[config.mk]
export PLATFORM = sky130hd
export DESIGN_NAME = decimal_checksum_frame_checker_unit
export DESIGN_NICKNAME = d
export VERILOG_FILES = /design/src/hdl/dcfc_pkg.sv /design/src/hdl/decimal_checksum_frame_checker_unit.sv /design/src/hdl/dcfc_parser.sv
export SDC_FILE = /design/constraint.sdc
export NUM_CORES = 1
export LEC_CHECK = 0
export ABC_AREA = 0
export BUFFER_PORTS_ARGS = -buffer_cell sky130_fd_sc_hd__buf_2
export CAP_MARGIN = 20
export CORE_ASPECT_RATIO = 0.7
export CORE_MARGIN = 1
export CORE_UTILIZATION = 55
export CTS_BUF_LIST = sky130_fd_sc_hd__clkbuf_8
export DETAILED_ROUTE_END_ITERATION = 10
export GPL_TIMING_DRIVEN = 0
export PLACE_DENSITY = 0.74
export SYNTH_ARGS = -nofsm -noshare
export SYNTH_HDL_FRONTEND = slang
export SYNTH_SLANG_ARGS = --single-unit
[constraint.sdc]
create_clock -name clk_i -period 5.3 [get_ports clk_i]
set_input_delay 0.265 -clock clk_i [delete_from_list [all_inputs] [get_ports clk_i]]
set_output_delay 0.265 -clock clk_i [all_outputs]
set_load 0.01 [all_outputs]
[src/hdl/dcfc_pkg.sv]
package dcfc_pkg;

  // Default width of the running body sum.
  localparam int unsigned SumWidthDef = 24;

  // Width of the decimal checksum value and of the received byte.
  localparam int unsigned RecvWidth = 30;
  localparam int unsigned ByteWidth = 8;
  localparam int unsigned CountWidth = 4;

  // Frame delimiter characters.
  localparam logic [ByteWidth-1:0] ChOpen  = 8'h28;
  localparam logic [ByteWidth-1:0] ChClose = 8'h29;
  localparam logic [ByteWidth-1:0] ChEnd   = 8'h2A;
  localparam logic [ByteWidth-1:0] ChZero  = 8'h30;
  localparam logic [ByteWidth-1:0] Radix   = 8'd10;

  // The length field never declares more digits than this.
  localparam logic [CountWidth-1:0] MaxDigits = 4'd9;

  // Position inside a frame.
  typedef enum logic [2:0] {
    PH_MARK  = 3'd0,
    PH_FIRST = 3'd1,
    PH_BODY  = 3'd2,
    PH_LEN   = 3'd3,
    PH_SUM   = 3'd4
  } phase_e;

  // Verdict reported at the end of a frame.
  typedef enum logic [1:0] {
    ST_MATCH     = 2'd0,
    ST_MISMATCH  = 2'd1,
    ST_MALFORMED = 2'd2
  } status_e;

  // Per-byte outcome from the parser to the stream wrapper.
  typedef struct packed {
    logic    emit;
    status_e status;
  } dcfc_res_t;

  // True for the ASCII characters '0' to '9'.
  function automatic logic is_digit(input logic [ByteWidth-1:0] b);
    return (b >= ChZero) && (b < (ChZero + Radix));
  endfunction

endpackage

[src/hdl/decimal_checksum_frame_checker_unit.sv]
// Decimal checksum frame checker.
// Bytes of a text frame enter on the slave stream, one byte per word in
// s_axis_tdata_i[7:0]. A frame is a marker byte, a body, '(', a length
// field, ')', decimal checksum digits and '*'. Every '*' ends a frame and
// produces one result word on the master stream; no other byte produces one.
// Result word: status (match, mismatch, malformed), the saturating body sum
// and the checksum value read from the frame.
// A byte accepted into the input register is parsed combinationally; an end byte's
// result word is loaded into the result register once the result slot is free, and
// then waits there until the receiver takes it.
// Throughput: one byte per cycle, except while an end byte waits on a pending result,
// set by the single parse stage between the input register and the result register.
// Reset clears the frame state and the valid flags of the input and result registers;
// the next byte is taken as a frame marker.
// While the receiver stalls with a result pending, bytes that do not end a
// frame keep flowing; an end byte waits in the input register and tready
// drops until the pending result is taken.
module decimal_checksum_frame_checker_unit
  import dcfc_pkg::*;
#(
  parameter int unsigned SUM_WIDTH = SumWidthDef,
  localparam int unsigned TdataWidth = ((SUM_WIDTH + RecvWidth + 2 + 7) / 8) * 8
) (
  input  logic                  clk_i,
  input  logic                  rst_ni,
  input  logic                  s_axis_tvalid_i,
  output logic                  s_axis_tready_o,
  input  logic [ByteWidth-1:0]  s_axis_tdata_i,   // rx_byte
  output logic                  m_axis_tvalid_o,
  input  logic                  m_axis_tready_i,
  output logic [TdataWidth-1:0] m_axis_tdata_o    // status, computed_sum, received_sum
);

  logic                 in_vld_q, in_vld_d;
  logic [ByteWidth-1:0] in_byte_q;
  logic                 out_vld_q, out_vld_d;
  status_e              out_status_q;
  logic [SUM_WIDTH-1:0] out_comp_q;
  logic [RecvWidth-1:0] out_recv_q;

  dcfc_res_t            res;
  logic [SUM_WIDTH-1:0] comp_sum;
  logic [RecvWidth-1:0] recv_sum;
  logic                 out_free;
  logic                 step;
  logic                 load_out;

  // Parse stage.
  dcfc_parser #(
    .SUM_WIDTH(SUM_WIDTH)
  ) u_parser (
    .clk_i          (clk_i),
    .rst_ni         (rst_ni),
    .fire_i         (step),
    .byte_i         (in_byte_q),
    .res_o          (res),
    .computed_sum_o (comp_sum),
    .received_sum_o (recv_sum)
  );

  // A byte moves on unless it ends a frame and the result slot is busy.
  assign out_free        = !out_vld_q || m_axis_tready_i;
  assign step            = in_vld_q && (!res.emit || out_free);
  assign load_out        = step && res.emit;
  assign s_axis_tready_o = !in_vld_q || step;

  always_comb begin
    in_vld_d = in_vld_q;
    if (s_axis_tready_o) begin
      in_vld_d = s_axis_tvalid_i;
    end
    out_vld_d = out_vld_q;
    if (load_out) begin
      out_vld_d = 1'b1;
    end else if (m_axis_tready_i) begin
      out_vld_d = 1'b0;
    end
  end

  // Valid flags.
  always_ff @(posedge clk_i or negedge rst_ni) begin
    if (!rst_ni) begin
      in_vld_q  <= 1'b0;
      out_vld_q <= 1'b0;
    end else begin
      in_vld_q  <= in_vld_d;
      out_vld_q <= out_vld_d;
    end
  end

  // Payload registers.
  always_ff @(posedge clk_i) begin
    if (s_axis_tready_o && s_axis_tvalid_i) begin
      in_byte_q <= s_axis_tdata_i;
    end
    if (load_out) begin
      out_status_q <= res.status;
      out_comp_q   <= comp_sum;
      out_recv_q   <= recv_sum;
    end
  end

  // Result word packing, zero filled to whole bytes.
  always_comb begin
    m_axis_tdata_o                                  = '0;
    m_axis_tdata_o[1:0]                             = out_status_q;
    m_axis_tdata_o[SUM_WIDTH+1:2]                   = out_comp_q;
    m_axis_tdata_o[SUM_WIDTH+RecvWidth+1:SUM_WIDTH+2] = out_recv_q;
  end

  assign m_axis_tvalid_o = out_vld_q;

  // A parsed end byte always lands in the result register.
  a_result_loaded: assert property (@(posedge clk_i) disable iff (!rst_ni)
    load_out |=> out_vld_q)
    else $error("end byte parsed but no result word pending");

  // A stalled byte stays in the input register unchanged.
  a_input_held: assert property (@(posedge clk_i) disable iff (!rst_ni)
    in_vld_q && !step |=> in_vld_q && $stable(in_byte_q))
    else $error("stalled input byte lost or changed");

  // Only an end byte can be held back.
  a_stall_reason: assert property (@(posedge clk_i) disable iff (!rst_ni)
    in_vld_q && !step |-> res.emit && out_vld_q && !m_axis_tready_i)
    else $error("input stalled without a pending result");

endmodule

[src/hdl/dcfc_parser.sv]
module dcfc_parser
  import dcfc_pkg::*;
#(
  parameter int unsigned SUM_WIDTH = SumWidthDef
) (
  input  logic                  clk_i,
  input  logic                  rst_ni,
  input  logic                  fire_i,
  input  logic [ByteWidth-1:0]  byte_i,
  output dcfc_res_t             res_o,
  output logic [SUM_WIDTH-1:0]  computed_sum_o,
  output logic [RecvWidth-1:0]  received_sum_o
);

  phase_e                phase_q, phase_d;
  logic [SUM_WIDTH-1:0]  body_sum_q, body_sum_d;
  logic [CountWidth-1:0] declared_q, declared_d;
  logic [RecvWidth-1:0]  digit_value_q, digit_value_d;
  logic [CountWidth-1:0] digits_seen_q, digits_seen_d;

  logic                  is_end;
  logic [SUM_WIDTH:0]    sum_ext;
  logic [SUM_WIDTH-1:0]  sum_sat;
  logic [CountWidth:0]   decl_ext;
  logic [CountWidth-1:0] decl_sat;
  logic [3:0]            digit;
  logic [RecvWidth-1:0]  value_next;

  assign is_end = (byte_i == ChEnd);

  // Saturating add of the byte to the body sum.
  assign sum_ext = {1'b0, body_sum_q} + (SUM_WIDTH+1)'(byte_i);
  assign sum_sat = sum_ext[SUM_WIDTH] ? {SUM_WIDTH{1'b1}} : sum_ext[SUM_WIDTH-1:0];

  // Length field digit, summed and capped at nine.
  assign decl_ext = {1'b0, declared_q} + (CountWidth+1)'(4'(byte_i - ChZero));
  assign decl_sat = (decl_ext > (CountWidth+1)'(MaxDigits)) ? MaxDigits
                                                            : decl_ext[CountWidth-1:0];

  // Checksum digit: a non-digit counts as zero; value times ten by two shifts.
  assign digit      = is_digit(byte_i) ? 4'(byte_i - ChZero) : 4'd0;
  assign value_next = (digit_value_q << 3) + (digit_value_q << 1) + RecvWidth'(digit);

  // Next state.
  always_comb begin
    phase_d       = phase_q;
    body_sum_d    = body_sum_q;
    declared_d    = declared_q;
    digit_value_d = digit_value_q;
    digits_seen_d = digits_seen_q;
    if (fire_i) begin
      if (is_end) begin
        phase_d       = PH_MARK;
        body_sum_d    = '0;
        declared_d    = '0;
        digit_value_d = '0;
        digits_seen_d = '0;
      end else begin
        unique case (phase_q)
          PH_FIRST: begin
            body_sum_d = sum_sat;
            phase_d    = PH_BODY;
          end
          PH_BODY: begin
            if (byte_i == ChOpen) begin
              phase_d = PH_LEN;
            end else begin
              body_sum_d = sum_sat;
            end
          end
          PH_LEN: begin
            if (byte_i == ChClose) begin
              phase_d = PH_SUM;
            end else if (is_digit(byte_i)) begin
              declared_d = decl_sat;
            end
          end
          PH_SUM: begin
            if (digits_seen_q < declared_q) begin
              digit_value_d = value_next;
              digits_seen_d = digits_seen_q + 1'b1;
            end
          end
          default: begin
            phase_d = PH_FIRST;
          end
        endcase
      end
    end
  end

  // Verdict for an end byte, taken from the state before it.
  always_comb begin
    res_o.emit = is_end;
    if ((phase_q != PH_SUM) || (digits_seen_q < declared_q)) begin
      res_o.status = ST_MALFORMED;
    end else if (32'(digit_value_q) == 32'(body_sum_q)) begin
      res_o.status = ST_MATCH;
    end else begin
      res_o.status = ST_MISMATCH;
    end
    computed_sum_o = body_sum_q;
    received_sum_o = digit_value_q;
  end

  // Frame state registers.
  always_ff @(posedge clk_i or negedge rst_ni) begin
    if (!rst_ni) begin
      phase_q       <= PH_MARK;
      body_sum_q    <= '0;
      declared_q    <= '0;
      digit_value_q <= '0;
      digits_seen_q <= '0;
    end else begin
      phase_q       <= phase_d;
      body_sum_q    <= body_sum_d;
      declared_q    <= declared_d;
      digit_value_q <= digit_value_d;
      digits_seen_q <= digits_seen_d;
    end
  end

  // An end byte always leaves the parser ready for a new frame.
  a_end_clears: assert property (@(posedge clk_i) disable iff (!rst_ni)
    fire_i && is_end |=> (phase_q == PH_MARK) && (body_sum_q == '0) &&
                         (digits_seen_q == '0))
    else $error("frame state not cleared after end byte");

  // The checksum never reads more digits than were declared.
  a_digits_bounded: assert property (@(posedge clk_i) disable iff (!rst_ni)
    digits_seen_q <= declared_q)
    else $error("more checksum digits read than declared");

  // The declared digit count is capped.
  a_declared_capped: assert property (@(posedge clk_i) disable iff (!rst_ni)
    declared_q <= MaxDigits)
    else $error("declared digit count above cap");

  // Checksum digits are only counted in the checksum phase.
  a_digits_phase: assert property (@(posedge clk_i) disable iff (!rst_ni)
    (digits_seen_q != '0) |-> (phase_q == PH_SUM))
    else $error("checksum digits counted outside checksum phase");

endmodule
==> impl_metrics.toml <==
[global_routing]
grt_max_degree = 65
antenna_found_initial = 0
grt_use_total = 0.307
grt-ovfl-total = 0
grt_pass1_wl_mm = 34.8
grt_pass1_vias = 6406

[floorplan]
rows = 36
die_x_um = 147
coreArea_sq_mm = 0.0141
io_pins = 70
fp.dieH_um = 103
die_area_sq_mm = 0.0151
start_util = 0.572

[final_layout]
drive_gt1_frac = 0.167
final_util = 0.657
final_area_sq_mm = 0.00927
final_nets = 965
antenna_cells = 0
area_delta_synth_final_pct = 15.0

[logic_synthesis]
synth_common_cells = "nand2_1 (72), ha_1 (70), dfrtp_1 (67), edfxtp_1 (64), o21ai_0 (63)"
yosys.cell_count.top_type = "nand2_1"
synth.cell_area_sq_mm = 0.00806
ys.warnings.count = 0
yosysSeqAreaShare = 0.447
netlist_instances = 778
ys_types = 75
synth_seq_cells = 131
syn_avg_cell_area_sq_um = 10.4
synth.net_count = 864
synth.top_cell.area_share = 0.238
yosys_most_used_dff = "dfrtp_1"
yosysTopAreaCell = "edfxtp_1"
synth_async_sr_flop_share = 0.511
synth.area.top_cells = "edfxtp_1 (24%), dfrtp_1 (21%), ha_1 (11%)"
synth-edff-count = 64

[timing]
rsz0062_at_grt = "no"
slew_headroom = 0.388
worst_slew_pin_slew_ps = 915
fmax_mhz = 222
hold_violations = 0
setup_viol = 0
finalCriticalPeriod_ps = 4500
min_period_over_period = 0.850
finalSetupTns_ps = 0
drv_slew = 0
fin_skew_ps = 10.1

[clock_network]
post_cts_buffers = 0
htree_levels = 4
cts_tree = "built"
cts-root-buf = "clkbuf_8"
clk_pin_slew_ps = 90
clock_latency_ps = 460
cts_buffer_depth = 2
cts_buffers = 17
clock_sinks = 131

[detailed_routing]
via_count = 6821
avgRoutedWirePerCell_um = 20.4
drc_errors = 0
drt_wl_total_mm = 22.1
firstDrtPassIters = 5
drtIter0Drc = 644
detail-route-antenna-nets = 0
via_per_inst = 6.30

[setup_path]
cp-start-kind = "register"
reg2reg_to = "u_parser.received_sum_o[26]$_DFFE_PN0P_"
reg2regPathDepth = 11
worst-r2r-setup-slack_ps = 800
crit_type = "reg2reg"
worstPathArrival_ps = 4840
r2r_start = "in_byte_q[6]$_DFFE_PP_"
path_max_fanout = 6
endpoint_kind = "register"
worstPathRequired_ps = 5640

[hold_path]
worstHoldStart = "m_axis_tready_i"
whs_path_depth = 3
hold_path_end = "in_vld_q$_DFFE_PN0N_"
holdCritPathClass = "in2reg"

[pwr]
powerDensity_mw_per_mm2 = 524
leakage_uw = 0.00384
vdd_drop_max_mv = 0.250
power_uw = 4850

[run_status]
status = "completed"

[placement]
portBuffers = 69
place_congestion = 0.915
place_area_sq_mm = 0.00869
dp_hpwl_mm = 16.3

[flow_run]
drv_cap = 0
[cell type report]
class | instances | area, sq um
Clock buffer | 18 | 248
Multi-Input combinational cell | 590 | 4210
Tap cell | 190 | 238
Clock inverter | 14 | 224
Timing Repair Buffer | 82 | 500
Sequential cell | 131 | 3600
Buffer | 28 | 143
Inverter | 29 | 109
Fill cell | 1136 | 4830
[repair_timing]
item,in CTS,in global routing
resized for setup,0,0
endpoints found under the hold margin,76,0
hold buffers,10,0
[through the flow]
stage / setup WS (ps) / std cells / hold slack (ps)
2_1_floorplan: 1810 / 778 / -30.6
3_3_place_gp: 936 / 1037 / 426
3_5_place_dp: 987 / 1039 / 80.0
4_1_cts: 941 / 1081 / 107
5_1_grt: 617 / 1082 / 127
6_report: 797 / 1082 / 134
[cell families after synthesis]
logic type,Yosys count,synth area share
AO/OA/AOI/OAI,241,0.202
AND/OR/NAND/NOR,224,0.145
flip-flops,131,0.447
adder cells (fa/ha/maj),74,0.119
buffers and inverters,57,0.0312
XOR/XNOR,48,0.0522
multiplexers,3,0.00388
[sequential cells by signal, summed over array words and instances (netlist names), 2 cells and up]
register / count
in_byte_q: 8
out_comp_q: 24
out_recv_q: 30
out_status_q: 2
u_parser.computed_sum_o: 24
u_parser.declared_q: 4
u_parser.digits_seen_q: 4
u_parser.phase_q: 3
u_parser.received_sum_o: 30
[worst max-delay path, cell delays in order (launching register included)]
cell and delay, ps:
edfxtp_1 430, nor3b_2 460, and3_1 340, nand2_1 110, fa_1 510, fa_1 490, nand2b_1 210, a211oi_2 320
o21ai_0 350, a2111oi_0 680, o21ai_0 190, a32o_1 300
[routing by layer]
| metal | track usage | vias up | part of all wire |
|---|---|---|---|
| met4 | 0.0921 | 0 | 0.015 |
| met5 | 0 | - | 0 |
| met2 | 0.463 | 306 | 0.43 |
| li1 | - | 3158 | - |
| met1 | 0.449 | 3325 | 0.47 |
| met3 | 0.0636 | 32 | 0.083 |
[report_power, final]
group          internal (uW)  switching, uW
Sequential              1230            241
Clock                    578            433
Combinational            946           1430
[layout by cell type, fill, tap and decap left out, drive strengths merged, types with 9 or more instances in the layout]
| cell | netlist | final |
|---|---|---|
| a211oi | 12 | 12 |
| a21o | 14 | 14 |
| a21oi | 50 | 50 |
| buf | 17 | 89 |
| clkbuf | 11 | 29 |
| dfrtp | 67 | 67 |
| dlygate4sd3 | 0 | 10 |
| edfxtp | 64 | 64 |
| ha | 70 | 70 |
| inv | 29 | 33 |
| nand2 | 73 | 73 |
| nand2b | 13 | 13 |
| nand3 | 20 | 20 |
| nand4 | 18 | 18 |
| nor2 | 35 | 35 |
| nor3 | 17 | 17 |
| nor4 | 11 | 11 |
| o211ai | 9 | 9 |
| o21a | 10 | 10 |
| o21ai | 69 | 69 |
| o31ai | 14 | 14 |
| xnor2 | 28 | 28 |
| xor2 | 20 | 20 |
[worst max-delay path by stage]
stage | from | end | slack, ps | cells past startpoint
after floorplan | in_byte_q[6]$_DFFE_PP_ | u_parser.received_sum_o[26]$_DFFE_PN0P_ | 1810 | 11
after global placement | in_byte_q[6]$_DFFE_PP_ | out_recv_q[29]$_DFFE_PP_ | 940 | 5
after detailed placement | in_byte_q[6]$_DFFE_PP_ | u_parser.received_sum_o[26]$_DFFE_PN0P_ | 990 | 11
after CTS | in_byte_q[6]$_DFFE_PP_ | u_parser.received_sum_o[26]$_DFFE_PN0P_ | 940 | 11
after global routing | in_byte_q[6]$_DFFE_PP_ | u_parser.received_sum_o[26]$_DFFE_PN0P_ | 620 | 11
final | in_byte_q[6]$_DFFE_PP_ | u_parser.received_sum_o[26]$_DFFE_PN0P_ | 800 | 11
Power figures use the tool's default switching activity.
